## src/hdl/ssh_pkg.sv

```systemverilog
// Shared constants, types and state codes of the sample set statistics block.
`timescale 1ns / 1ps
package ssh_pkg;

  localparam int SetSize   = 64;
  localparam int SampleW   = 10;
  localparam int NumBins   = 8;
  localparam int AddrW     = $clog2(SetSize);
  localparam int CountW    = AddrW + 1;
  localparam int SumW      = SampleW + AddrW;
  localparam int BinW      = $clog2(NumBins);
  localparam int SqW       = 2 * SampleW;
  localparam int AccW      = SqW + AddrW;
  localparam int RemW      = SampleW + 2;
  localparam int StepW     = $clog2(SampleW);
  localparam int ThrW      = SampleW + 1;
  localparam int QueueDepth = 2;
  localparam int QPtrW     = $clog2(QueueDepth);

  typedef struct packed {
    logic [SampleW-1:0] mn;
    logic [SampleW-1:0] mx;
    logic [SumW-1:0]    sum;
  } job_t;

  typedef enum logic [2:0] {
    BackIdle,
    BackVar,
    BackRoot,
    BackHist,
    BackEmit
  } back_state_e;

endpackage

```

## src/hdl/sample_set_statistics_histogram_top.sv

```systemverilog
// Top level of the sample set statistics and histogram block.
`timescale 1ns / 1ps
// Usage: samples enter one beat at a time on the in channel (in_valid_i,
// in_ready_o, sample_i). Each beat is written to the sample store while
// the front end keeps the running minimum, maximum and sum.
// The beat that completes a set of 64 hands a descriptor to the back end
// through a two-entry queue, and the front end then holds in_ready_o low
// until the back end has finished reading the store for that set.
// The back end makes one pass over the store to sum the squared deviations
// (one read per cycle), runs a digit-by-digit square root (one result bit
// per cycle), then makes a second pass to build the histogram. It then
// offers eight beats on the out channel, one per bin, the last one flagged
// by last_o.
// The rate at which sets are taken is set by the two read passes through
// the single read port of the store.
// The next set may be loaded while the results are still being delivered.
// When the receiver stalls, the output register holds its beat and the
// back end waits; the front end carries on until its next set is complete.
// Reset empties the queue, clears the counters and running values and
// drops out_valid_o; the sample store itself is not cleared.
module sample_set_statistics_histogram_top import ssh_pkg::*; (
  input  logic               clk_i,
  input  logic               rst_ni,
  input  logic               in_valid_i,
  output logic               in_ready_o,
  input  logic [SampleW-1:0] sample_i,
  output logic               out_valid_o,
  input  logic               out_ready_i,
  output logic [SampleW-1:0] minimum_o,
  output logic [SampleW-1:0] maximum_o,
  output logic [SampleW-1:0] average_o,
  output logic [SampleW-1:0] spread_o,
  output logic [SampleW-1:0] deviation_o,
  output logic [BinW-1:0]    bin_index_o,
  output logic [CountW-1:0]  bin_count_o,
  output logic               last_o
);
  logic               we, push, q_full, q_valid, pop, store_free;
  logic [AddrW-1:0]   waddr, raddr;
  logic [SampleW-1:0] wdata, rdata;
  job_t               job_in, job_out;

  // Front end: loading and running statistics.
  ssh_front u_front (
    .clk_i        (clk_i),
    .rst_ni       (rst_ni),
    .in_valid_i   (in_valid_i),
    .in_ready_o   (in_ready_o),
    .sample_i     (sample_i),
    .store_free_i (store_free),
    .q_full_i     (q_full),
    .we_o         (we),
    .waddr_o      (waddr),
    .wdata_o      (wdata),
    .push_o       (push),
    .job_o        (job_in)
  );

  // The sample store, written by the front end and read by the back end.
  ssh_ram #(
    .Width (SampleW),
    .Depth (SetSize)
  ) u_store (
    .clk_i   (clk_i),
    .we_i    (we),
    .waddr_i (waddr),
    .wdata_i (wdata),
    .raddr_i (raddr),
    .rdata_o (rdata)
  );

  // Descriptors of completed sets wait here for the back end.
  ssh_queue u_queue (
    .clk_i   (clk_i),
    .rst_ni  (rst_ni),
    .push_i  (push),
    .job_i   (job_in),
    .full_o  (q_full),
    .pop_i   (pop),
    .valid_o (q_valid),
    .job_o   (job_out)
  );

  // Back end: deviation, root, histogram and result beats.
  ssh_back u_back (
    .clk_i        (clk_i),
    .rst_ni       (rst_ni),
    .job_valid_i  (q_valid),
    .job_i        (job_out),
    .pop_o        (pop),
    .raddr_o      (raddr),
    .rdata_i      (rdata),
    .store_free_o (store_free),
    .out_valid_o  (out_valid_o),
    .out_ready_i  (out_ready_i),
    .minimum_o    (minimum_o),
    .maximum_o    (maximum_o),
    .average_o    (average_o),
    .spread_o     (spread_o),
    .deviation_o  (deviation_o),
    .bin_index_o  (bin_index_o),
    .bin_count_o  (bin_count_o),
    .last_o       (last_o)
  );
endmodule

```

## src/hdl/ssh_ram.sv

```systemverilog
// Generic single write port, single read port RAM with registered read data.
`timescale 1ns / 1ps
module ssh_ram #(
  parameter int Width = 8,
  parameter int Depth = 16
) (
  input  logic                     clk_i,
  input  logic                     we_i,
  input  logic [$clog2(Depth)-1:0] waddr_i,
  input  logic [Width-1:0]         wdata_i,
  input  logic [$clog2(Depth)-1:0] raddr_i,
  output logic [Width-1:0]         rdata_o
);
  logic [Width-1:0] mem_q [Depth];
  logic [Width-1:0] rdata_q;

  always_ff @(posedge clk_i) begin
    if (we_i) begin
      mem_q[waddr_i] <= wdata_i;
    end
    rdata_q <= mem_q[raddr_i];
  end

  assign rdata_o = rdata_q;
endmodule

```

## src/hdl/ssh_front.sv

```systemverilog
// Front end: takes samples, stores them and tracks minimum, maximum and sum.
`timescale 1ns / 1ps
module ssh_front import ssh_pkg::*; (
  input  logic               clk_i,
  input  logic               rst_ni,
  input  logic               in_valid_i,
  output logic               in_ready_o,
  input  logic [SampleW-1:0] sample_i,
  input  logic               store_free_i,
  input  logic               q_full_i,
  output logic               we_o,
  output logic [AddrW-1:0]   waddr_o,
  output logic [SampleW-1:0] wdata_o,
  output logic               push_o,
  output job_t               job_o
);
  logic [AddrW-1:0]   fill_q, fill_d;
  logic [SampleW-1:0] mn_q, mn_d, mn_new;
  logic [SampleW-1:0] mx_q, mx_d, mx_new;
  logic [SumW-1:0]    sum_q, sum_d, sum_new;
  logic               busy_q, busy_d;
  logic               last, acc;

  assign last       = (fill_q == AddrW'(SetSize - 1));
  assign in_ready_o = !busy_q && !(last && q_full_i);
  assign acc        = in_valid_i && in_ready_o;
  assign mn_new     = (sample_i < mn_q) ? sample_i : mn_q;
  assign mx_new     = (sample_i > mx_q) ? sample_i : mx_q;
  assign sum_new    = sum_q + SumW'(sample_i);

  assign we_o    = acc;
  assign waddr_o = fill_q;
  assign wdata_o = sample_i;
  assign push_o  = acc && last;
  assign job_o   = '{mn: mn_new, mx: mx_new, sum: sum_new};

  always_comb begin
    fill_d = fill_q;
    mn_d   = mn_q;
    mx_d   = mx_q;
    sum_d  = sum_q;
    busy_d = busy_q;
    if (store_free_i) begin
      busy_d = 1'b0;
    end
    if (acc) begin
      if (last) begin
        fill_d = '0;
        mn_d   = '1;
        mx_d   = '0;
        sum_d  = '0;
        busy_d = 1'b1;
      end else begin
        fill_d = fill_q + 1'b1;
        mn_d   = mn_new;
        mx_d   = mx_new;
        sum_d  = sum_new;
      end
    end
  end

  always_ff @(posedge clk_i or negedge rst_ni) begin
    if (!rst_ni) begin
      fill_q <= '0;
      mn_q   <= '1;
      mx_q   <= '0;
      sum_q  <= '0;
      busy_q <= 1'b0;
    end else begin
      fill_q <= fill_d;
      mn_q   <= mn_d;
      mx_q   <= mx_d;
      sum_q  <= sum_d;
      busy_q <= busy_d;
    end
  end
endmodule

```

## src/hdl/ssh_queue.sv

```systemverilog
// Short queue of completed set descriptors between the front and back ends.
`timescale 1ns / 1ps
module ssh_queue import ssh_pkg::*; (
  input  logic clk_i,
  input  logic rst_ni,
  input  logic push_i,
  input  job_t job_i,
  output logic full_o,
  input  logic pop_i,
  output logic valid_o,
  output job_t job_o
);
  job_t              entry_q [QueueDepth];
  logic [QPtrW-1:0]  wr_q, rd_q;
  logic [QPtrW:0]    cnt_q;

  assign full_o  = (cnt_q == (QPtrW+1)'(QueueDepth));
  assign valid_o = (cnt_q != '0);
  assign job_o   = entry_q[rd_q];

  always_ff @(posedge clk_i) begin
    if (push_i) begin
      entry_q[wr_q] <= job_i;
    end
  end

  always_ff @(posedge clk_i or negedge rst_ni) begin
    if (!rst_ni) begin
      wr_q  <= '0;
      rd_q  <= '0;
      cnt_q <= '0;
    end else begin
      if (push_i) begin
        wr_q <= (wr_q == QPtrW'(QueueDepth - 1)) ? '0 : wr_q + 1'b1;
      end
      if (pop_i) begin
        rd_q <= (rd_q == QPtrW'(QueueDepth - 1)) ? '0 : rd_q + 1'b1;
      end
      if (push_i && !pop_i) begin
        cnt_q <= cnt_q + 1'b1;
      end else if (pop_i && !push_i) begin
        cnt_q <= cnt_q - 1'b1;
      end
    end
  end
endmodule

```

## src/hdl/ssh_back.sv

```systemverilog
// Back end: variance pass, square root, histogram pass and result output.
`timescale 1ns / 1ps
module ssh_back import ssh_pkg::*; (
  input  logic               clk_i,
  input  logic               rst_ni,
  input  logic               job_valid_i,
  input  job_t               job_i,
  output logic               pop_o,
  output logic [AddrW-1:0]   raddr_o,
  input  logic [SampleW-1:0] rdata_i,
  output logic               store_free_o,
  output logic               out_valid_o,
  input  logic               out_ready_i,
  output logic [SampleW-1:0] minimum_o,
  output logic [SampleW-1:0] maximum_o,
  output logic [SampleW-1:0] average_o,
  output logic [SampleW-1:0] spread_o,
  output logic [SampleW-1:0] deviation_o,
  output logic [BinW-1:0]    bin_index_o,
  output logic [CountW-1:0]  bin_count_o,
  output logic               last_o
);
  back_state_e state_q, state_d;

  logic [SampleW-1:0] mn_q, mx_q, avg_q, spread_q, width_q, root_q;
  logic [SampleW-1:0] job_spread, job_width, delta, diff;
  logic [ThrW-1:0]    thr_q [NumBins-1];
  logic [CountW-1:0]  issue_q;
  logic               rv_q, sv_q;
  logic [SqW-1:0]     sq_q, v_q;
  logic [AccW-1:0]    acc_q;
  logic [RemW-1:0]    rem_q;
  logic [RemW+1:0]    rem_sh, trial;
  logic [StepW-1:0]   step_q;
  logic [CountW-1:0]  bins_q [NumBins];
  logic [BinW-1:0]    emit_q, bin;
  logic               issuing, reads_done, load;

  logic               ov_q;
  logic [SampleW-1:0] o_mn_q, o_mx_q, o_avg_q, o_spr_q, o_dev_q;
  logic [BinW-1:0]    o_idx_q;
  logic [CountW-1:0]  o_cnt_q;
  logic               o_last_q;

  assign job_spread = job_i.mx - job_i.mn;
  assign job_width  = SampleW'((ThrW'(job_spread) + ThrW'(NumBins - 1)) >> BinW);
  assign issuing    = (state_q == BackVar || state_q == BackHist) &&
                      (issue_q != CountW'(SetSize));
  assign reads_done = (issue_q == CountW'(SetSize)) && !rv_q && !sv_q;
  assign raddr_o    = issue_q[AddrW-1:0];
  assign delta      = (rdata_i >= avg_q) ? rdata_i - avg_q : avg_q - rdata_i;
  assign diff       = rdata_i - mn_q;
  assign rem_sh     = {rem_q, v_q[SqW-1 -: 2]};
  assign trial      = (RemW+2)'({root_q, 2'b01});
  assign load       = (state_q == BackEmit) && (!ov_q || out_ready_i);

  always_comb begin
    bin = '0;
    for (int k = 1; k < NumBins; k++) begin
      if (ThrW'(diff) >= thr_q[k-1]) begin
        bin = bin + 1'b1;
      end
    end
    if (width_q == '0) begin
      bin = '0;
    end
  end

  always_comb begin
    state_d      = state_q;
    pop_o        = 1'b0;
    store_free_o = 1'b0;
    case (state_q)
      BackIdle: begin
        if (job_valid_i) begin
          pop_o   = 1'b1;
          state_d = BackVar;
        end
      end
      BackVar: begin
        if (reads_done) begin
          state_d = BackRoot;
        end
      end
      BackRoot: begin
        if (step_q == '0) begin
          state_d = BackHist;
        end
      end
      BackHist: begin
        if (reads_done) begin
          store_free_o = 1'b1;
          state_d      = BackEmit;
        end
      end
      BackEmit: begin
        if (load && emit_q == BinW'(NumBins - 1)) begin
          state_d = BackIdle;
        end
      end
      default: state_d = BackIdle;
    endcase
  end

  always_ff @(posedge clk_i or negedge rst_ni) begin
    if (!rst_ni) begin
      state_q <= BackIdle;
      rv_q    <= 1'b0;
      sv_q    <= 1'b0;
      issue_q <= '0;
      ov_q    <= 1'b0;
      emit_q  <= '0;
    end else begin
      state_q <= state_d;
      rv_q    <= issuing;
      sv_q    <= rv_q && (state_q == BackVar);
      if (pop_o || (state_q == BackRoot && step_q == '0)) begin
        issue_q <= '0;
      end else if (issuing) begin
        issue_q <= issue_q + 1'b1;
      end
      if (store_free_o) begin
        emit_q <= '0;
      end else if (load) begin
        emit_q <= emit_q + 1'b1;
      end
      if (load) begin
        ov_q <= 1'b1;
      end else if (out_ready_i) begin
        ov_q <= 1'b0;
      end
    end
  end

  always_ff @(posedge clk_i) begin
    if (pop_o) begin
      mn_q     <= job_i.mn;
      mx_q     <= job_i.mx;
      avg_q    <= SampleW'(job_i.sum >> AddrW);
      spread_q <= job_spread;
      width_q  <= job_width;
      acc_q    <= '0;
    end
    if (state_q == BackVar) begin
      for (int k = 1; k < NumBins; k++) begin
        thr_q[k-1] <= ThrW'(ThrW'(width_q) * ThrW'(k));
      end
      if (rv_q) begin
        sq_q <= SqW'(delta) * SqW'(delta);
      end
      if (sv_q) begin
        acc_q <= acc_q + AccW'(sq_q);
      end
      if (reads_done) begin
        v_q    <= SqW'(acc_q >> AddrW);
        root_q <= '0;
        rem_q  <= '0;
        step_q <= StepW'(SampleW - 1);
      end
    end
    if (state_q == BackRoot) begin
      if (rem_sh >= trial) begin
        rem_q  <= RemW'(rem_sh - trial);
        root_q <= {root_q[SampleW-2:0], 1'b1};
      end else begin
        rem_q  <= RemW'(rem_sh);
        root_q <= {root_q[SampleW-2:0], 1'b0};
      end
      v_q    <= {v_q[SqW-3:0], 2'b00};
      step_q <= step_q - 1'b1;
      if (step_q == '0) begin
        for (int k = 0; k < NumBins; k++) begin
          bins_q[k] <= '0;
        end
      end
    end
    if (state_q == BackHist && rv_q) begin
      bins_q[bin] <= bins_q[bin] + 1'b1;
    end
    if (load) begin
      o_mn_q   <= mn_q;
      o_mx_q   <= mx_q;
      o_avg_q  <= avg_q;
      o_spr_q  <= spread_q;
      o_dev_q  <= root_q;
      o_idx_q  <= emit_q;
      o_cnt_q  <= bins_q[emit_q];
      o_last_q <= (emit_q == BinW'(NumBins - 1));
    end
  end

  assign out_valid_o = ov_q;
  assign minimum_o   = o_mn_q;
  assign maximum_o   = o_mx_q;
  assign average_o   = o_avg_q;
  assign spread_o    = o_spr_q;
  assign deviation_o = o_dev_q;
  assign bin_index_o = o_idx_q;
  assign bin_count_o = o_cnt_q;
  assign last_o      = o_last_q;
endmodule

```

## config.mk

```make
export PLATFORM = sky130hd
export DESIGN_NAME = sample_set_statistics_histogram_top
export DESIGN_NICKNAME = d
export VERILOG_FILES = /design/src/hdl/ssh_pkg.sv /design/src/hdl/sample_set_statistics_histogram_top.sv /design/src/hdl/ssh_ram.sv /design/src/hdl/ssh_front.sv /design/src/hdl/ssh_queue.sv /design/src/hdl/ssh_back.sv
export SDC_FILE = /design/constraint.sdc
export NUM_CORES = 1
export LEC_CHECK = 0
export BUFFER_PORTS_ARGS = -buffer_cell sky130_fd_sc_hd__buf_2
export CORE_UTILIZATION = 30
export CTS_CLUSTER_DIAMETER = 80
export CTS_CLUSTER_SIZE = 20
export DETAILED_ROUTE_END_ITERATION = 8
export GPL_TIMING_DRIVEN = 0
export SYNTH_ARGS = -nofsm -noshare
export SYNTH_HDL_FRONTEND = slang
export SYNTH_SLANG_ARGS = --single-unit
```

## constraint.sdc

```tcl
create_clock -name clk_i -period 10.15 [get_ports clk_i]
set_input_delay 1.015 -clock clk_i [delete_from_list [all_inputs] [get_ports clk_i]]
set_output_delay 1.015 -clock clk_i [all_outputs]
set_load 0.05 [all_outputs]
```

==> run metrics, run 1 <==
die outline height 410 um; CTS tree done; hold violation count in the final report 0; FP Rows 149; routed vias 26843; first-pass GRT wire length 170000 um; Wirelength per Cell 19.9 um; final wirelength 111000 um; largest net degree at the start of global routing 70; area added between synthesis and finish 10.4%; timing-limited maximum frequency 0.107 GHz; clock insertion delay at the later pin of the skew report 0.69 ns; Root Driver clkbuf_16; worst path arrival time 9.80 ns; cells on worst reg2reg path 36; Total Die Area 0.168 sq mm; part of the Yosys area used for sequential elements 62.5%; synthesized area divided by synthesized cell count 15.7 sq um; endpoint of the most critical setup path u_back.sq_q[19]; required time reported for the critical path endpoint 10.58 ns; post-synth design cell area 0.0500 sq mm; standard cell with the maximum stage delay on the critical path fa_1; Cell Count, Final, Fillers Out 5586; fraction of final layout cells sized beyond drive strength 1 15.2%; residual antenna-violating net count after detailed routing 0; total placed cells including tap cells 5464; CP Launch Type flip-flop; maximum cell stage delay along the critical path 0.58 ns; kind of end point of the critical path flip-flop; count of port buffers added during placement 76; Tcrit/Tclk final 92.4%; DRC violations left 4; endpoint of the worst register-to-register path u_back.sq_q[19]; antenna violations before repair 3; Tightest Pin Transition 1.35 ns; core area 0.165 sq mm; Yosys warnings 0; number of nets in the layout 3669; reg2reg setup slack 0.77 ns; final setup violation count 0; run status finished with violations; most used cells in the layout excluding fill and tap cells edfxtp_1 (963), inv_1 (254), ha_1 (248), nor2_1 (239), mux4_2 (226); final worst clock skew 0.0203 ns; headroom to the max-slew limit 9.78%; worst-case clock buffer depth 3; number of synthesized flops with an enable pin 963; Final Max Tran Viols 0; Filler Cells Inserted 16023; violated checks DRC; Via density 4.81; number of global-route vias before repair 26890; Clock H-tree levels 2; Worst Hold Slack 0.176 ns; cell with the most instances on the worst path a21oi_1; cts hold-fix bufs 0; GP Congestion 0.859; max cap viols 0; worst min path class input pin to asynchronous set/reset pin; main flop type after synthesis edfxtp_1; setup repair after global routing missed its margin no; final-layout setup total negative slack 0 ns; largest fanout on the critical path 10; commonest non-fill, non-tap cell in the layout edfxtp_1; reg2reg start u_back.avg_q[2]; crit path launch u_back.avg_q[2]; count of unique library cells instantiated by Yosys 94; die extent in x 410 um; Initial DRC Count 2381; final instance area 0.0552 sq mm; #FFs+latches synth 1064; overall overflow remaining after global route 0; CTS clk-pin slew, worst paths 0.09 ns; fraction of registers with async set/reset 5.92%; TritonRoute pass-1 iters 9; IO Pins 77; Post-DP Area 0.0533 sq mm; Critical Setup Path Class flip-flop to flip-flop; effective utilization at floorplan 30.3%; minimum clock period after layout 9.38 ns; # clock sinks 1064; Gate Count Post-Synth 3192; half-perimeter wire length of the detailed placement result 77400 um; GRT Total Usage 13.1%; number of clock buffers inserted by TritonCTS 61; Synthesized Nets 3517
## per-layer routing
layer,global-route usage (%),share of wire (%),up-vias
met5,0,0,-
met2,21.5,47,641
met4,2.10,1.4,0
li1,-,-,12368
met1,18.6,46,13748
met3,1.81,5.6,86
## sequential cells by signal, indices dropped and copies added (netlist names), 10 cells and up
signal,cells
u_back.spread_o,10
u_back.maximum_o,10
u_back.thr_q,35
u_back.spread_q,10
u_back.root_q,10
u_front.sum_q,16
u_back.v_q,20
u_back.rem_q,12
u_front.mn_q,10
u_store.mem_q,640
u_back.minimum_o,10
u_back.mx_q,10
u_back.average_o,10
u_back.deviation_o,10
u_back.acc_q,26
u_back.avg_q,10
u_back.sq_q,19
u_front.mx_q,10
u_back.bins_q,56
u_back.mn_q,10
u_store.rdata_o,10
u_queue.entry_q,60
## cells by family after synthesis
group,synth area share [%]
compound gates,5.55
xor+xnor,2.59
fa+ha+maj,8.72
buf+inv,2.77
flops,62.5
mux,12.2
simple gates,5.63
## worst min-delay path by stage
stage | slack [ns] | end | cells after the start | from
after global routing | 0.15 | u_front.mx_q[4] | 1 | rst_ni
after global placement | 0.41 | u_back.spread_o[0] | 0 | u_back.spread_q[0]
final | 0.18 | u_front.mx_q[4] | 1 | rst_ni
after floorplan | 0.40 | u_back.maximum_o[0] | 0 | u_back.mx_q[0]
after detailed placement | 0.41 | u_back.maximum_o[3] | 0 | u_back.mx_q[3]
after CTS | 0.13 | u_front.mx_q[6] | 1 | rst_ni
## stage by stage
step	util [%]	setup WS, ns
final	33.4	0.771
after global routing	33.4	0.0406
after CTS	33.4	0.135
after detailed placement	32.3	0.0323
after global placement	32.2	0.0972
after floorplan	-	1.70
## repair_timing
action | in CTS | in global routing
endpoints found under the setup margin | 1 | 3
resized for setup | 1 | 5
pin swaps | 0 | 3
setup buffers | 0 | 6
## cells in the mapped netlist (53+ instances only)
library cell | number | share of area [%]
nor2_1 | 239 | 1.8
ha_1 | 248 | 6.2
a21oi_1 | 95 | 0.95
mux4_2 | 226 | 10
dfrtp_1 | 53 | 2.7
edfxtp_1 | 963 | 58
o21ai_0 | 84 | 0.84
fa_1 | 63 | 2.5
clkbuf_1 | 71 | 0.53
nand2_1 | 124 | 0.93
xnor2_1 | 79 | 1.4
a21o_1 | 57 | 0.86
inv_1 | 256 | 1.9
mux2_2 | 55 | 1.2
## critical path, delay by kind of cell, from the launching register on
kind	cells	cell delay (ns)
simple gates	2	0.22
flops	1	0.52
mux	1	0.40
buf+inv	5	0.38
xor+xnor	2	0.55
compound gates	19	3.77
fa+ha+maj	7	3.26
## area by class of cell
cell class	count	area [sq um]	area share (%)
Buffer	109	428	0.775
Multi-Input combinational cell	1763	17400	31.5
Antenna cell	1	2.50	0.00453
Timing Repair Buffer	89	567	1.03
Sequential cell	1064	31300	56.6
Clock inverter	9	98.8	0.179
Tap cell	2189	2740	4.96
Inverter	256	963	1.74
Clock buffer	106	1740	3.15
Power of run 1 is not shown: default switching activity piles up to over one toggle a cycle in this logic, so the estimate is an artifact.
==> run 2: changes to the inputs <==
--- a/config.mk
+++ b/config.mk
@@ -10,7 +10,7 @@
 export CTS_CLUSTER_DIAMETER = 80
 export CTS_CLUSTER_SIZE = 20
 export DETAILED_ROUTE_END_ITERATION = 8
-export GPL_TIMING_DRIVEN = 0
+export MAX_ROUTING_LAYER = met4
 export SYNTH_ARGS = -nofsm -noshare
 export SYNTH_HDL_FRONTEND = slang
 export SYNTH_SLANG_ARGS = --single-unit
==> run 2 against run 1 <==
The flow still finishes with violations (DRC). Register-to-register slack gained 0.26 ns. Global-route usage grew 0.68 points. Wire length grew 1.7%. Setup slack gained 0.26 ns. First-iteration DRC count shrank 2.3%. Utilization is essentially flat. Die area is the same. Fmax grew 2.8%. Sequential share of layout area grew 0.080 points. Via count shrank 0.42%.
==> run metrics, run 2 (synthesized netlist as in run 1, its figures left out) <==
met2 WL 52400 um (+0.13%); Tightest Pin Transition 1.23 ns (-0.122 ns); Worst Path Buf+Inv 6 (+1); die outline height 410 um (unchanged); antenna violations before repair 6 (+3); hold violation count in the final report 0 (unchanged); standard cell with the maximum stage delay on the critical path ha_1; Top reg by flops u_store.mem_q; Clock H-tree levels 3 (+1); Total Die Area 0.168 sq mm (unchanged); max cap viols 0 (unchanged); final-layout setup total negative slack 0 ns (unchanged); worst-case clock buffer depth 3 (unchanged); Via density 4.85 (+0.97%); setup repair after global routing missed its margin no; Tcrit/Tclk final 89.9% (-2.5 points); Filler Cells Inserted 15898 (-0.78%); Critical Setup Path Class flip-flop to flip-flop; Post-DP Area 0.0531 sq mm (-0.29%); headroom to the max-slew limit 17.6% (+7.8 points); clock insertion delay at the later pin of the skew report 0.69 ns (about the same); first-pass GRT wire length 171000 um (+0.82%); core area 0.165 sq mm (unchanged); largest net degree at the start of global routing 110 (+57%); kind of cell adding the most delay to the critical path compound AO/OA/AOI/OAI gates; overall overflow remaining after global route 0 (unchanged); CP Launch Type flip-flop; final worst clock skew 0.0406 ns (+0.0204 ns); number of resized instances in the post-cts repair step 0 (-1); count of port buffers added during placement 76 (unchanged); final wirelength 113000 um (+1.7%); routed length on met1 50700 um (-0.33%); Initial DRC Count 2326 (-2.3%); uppermost signal routing layer after detailed routing met4; die extent in x 410 um (unchanged); TritonRoute pass-1 iters 9 (unchanged); Met3 Routed Length 7680 um (+24%); violated checks DRC; most used cells in the layout excluding fill and tap cells edfxtp_1 (963), inv_1 (254), ha_1 (248), nor2_1 (239), mux4_2 (226); half-perimeter wire length of the detailed placement result 75100 um (-3.1%); CTS clk-pin slew, worst paths 0.09 ns (about the same); effective utilization at floorplan 30.3% (unchanged); Root Driver clkbuf_16; final instance area 0.0552 sq mm (-0.11%); worst path arrival time 9.56 ns (-0.24 ns); maximum cell stage delay along the critical path 0.60 ns (+0.02 ns); worst min path class flip-flop to flip-flop; fraction of final layout cells sized beyond drive strength 1 16.6% (+1.5 points); required time reported for the critical path endpoint 10.59 ns (about the same); Final Max Tran Viols 0 (unchanged); number of global-route vias before repair 26892 (+0.0074%); cts hold-fix bufs 0 (unchanged); area added between synthesis and finish 10.3%; # clock sinks 1064 (unchanged); residual antenna-violating net count after detailed routing 0 (unchanged); kind of end point of the critical path flip-flop; minimum clock period after layout 9.12 ns (-0.255 ns); commonest non-fill, non-tap cell in the layout edfxtp_1; largest registers u_store.mem_q: 640 flops, u_queue.entry_q: 60 flops, u_back.bins_q: 56 flops; cell with the most instances on the worst path a21oi_1; number of nets in the layout 3601 (-1.9%); routed vias 26729 (-0.42%); IO Pins 77 (unchanged); Post-CTS Setup Repair Bufs 0 (unchanged); GP Congestion 0.857 (-0.26%); Wirelength per Cell 20.5 um (+3.2%); largest fanout on the critical path 16 (+6); GRT Total Usage 13.8% (+0.68 points); DRC violations left 4 (unchanged); FP Rows 149 (unchanged); run status finished with violations; CTS tree done; Largest register FFs 640 (unchanged); final setup violation count 0 (unchanged); number of clock buffers inserted by TritonCTS 66 (+8.2%); timing-limited maximum frequency 0.110 GHz (+2.8%)
==> run 2: changes by cell type in the layout (fill, tap and decap cells not counted), sizes merged <==
cell    previous run  this run
buf              127       125
diode              1         5
clkbuf           177        93
inv              262       261
clkinv             3         9
==> run 2: worst paths after layout <==
| path | cells after the start | slack, ns | from | to |
|---|---|---|---|---|
| max in group asynchronous | 1 | 8.97 | rst_ni | u_back.issue_q[0] |
| min reg2reg | 0 | 0.40 | u_back.mx_q[4] | u_back.maximum_o[4] |
| min | 0 | 0.40 | u_back.mx_q[4] | u_back.maximum_o[4] |
| max | 35 | 1.03 | u_back.avg_q[0] | u_back.sq_q[19] |
| min in group asynchronous | 1 | 0.45 | rst_ni | u_front.mx_q[6] |
| max reg2reg | 35 | 1.03 | u_back.avg_q[0] | u_back.sq_q[19] |
==> run 2: cell type report <==
type                            instances  area, sq um  share of cell area (%)
Tap cell                             2189         2740                    4.96
Multi-Input combinational cell       1763        17400                    31.5
Clock buffer                           93         1840                    3.33
Sequential cell                      1064        31300                    56.7
Antenna cell                            5         12.5                  0.0227
Clock inverter                         14          196                   0.356
Inverter                              256          962                    1.74
Timing Repair Buffer                  125          763                    1.38
==> run 2: through the flow <==
stage	worst slack (ns)	instances	hold slack [ns]	util (%)
finish	1.03	5509	0.398	33.4
global route	0.430	5505	0.417	33.4
CTS	1.04	5504	0.402	33.4
detailed placement	1.08	5397	0.405	32.2
global placement	1.18	5397	0.403	32.2
floorplan	1.70	3192	0.400	-
==> run 2: metal layers <==
| layer | track usage [%] | vias to the layer above |
|---|---|---|
| li1 | - | 12211 |
| met1 | 18.8 | 13690 |
| met2 | 21.1 | 689 |
| met3 | 2.85 | 139 |
| met4 | 2.87 | 0 |
| met5 | - | - |
Power of run 2 is left out for the same reason.
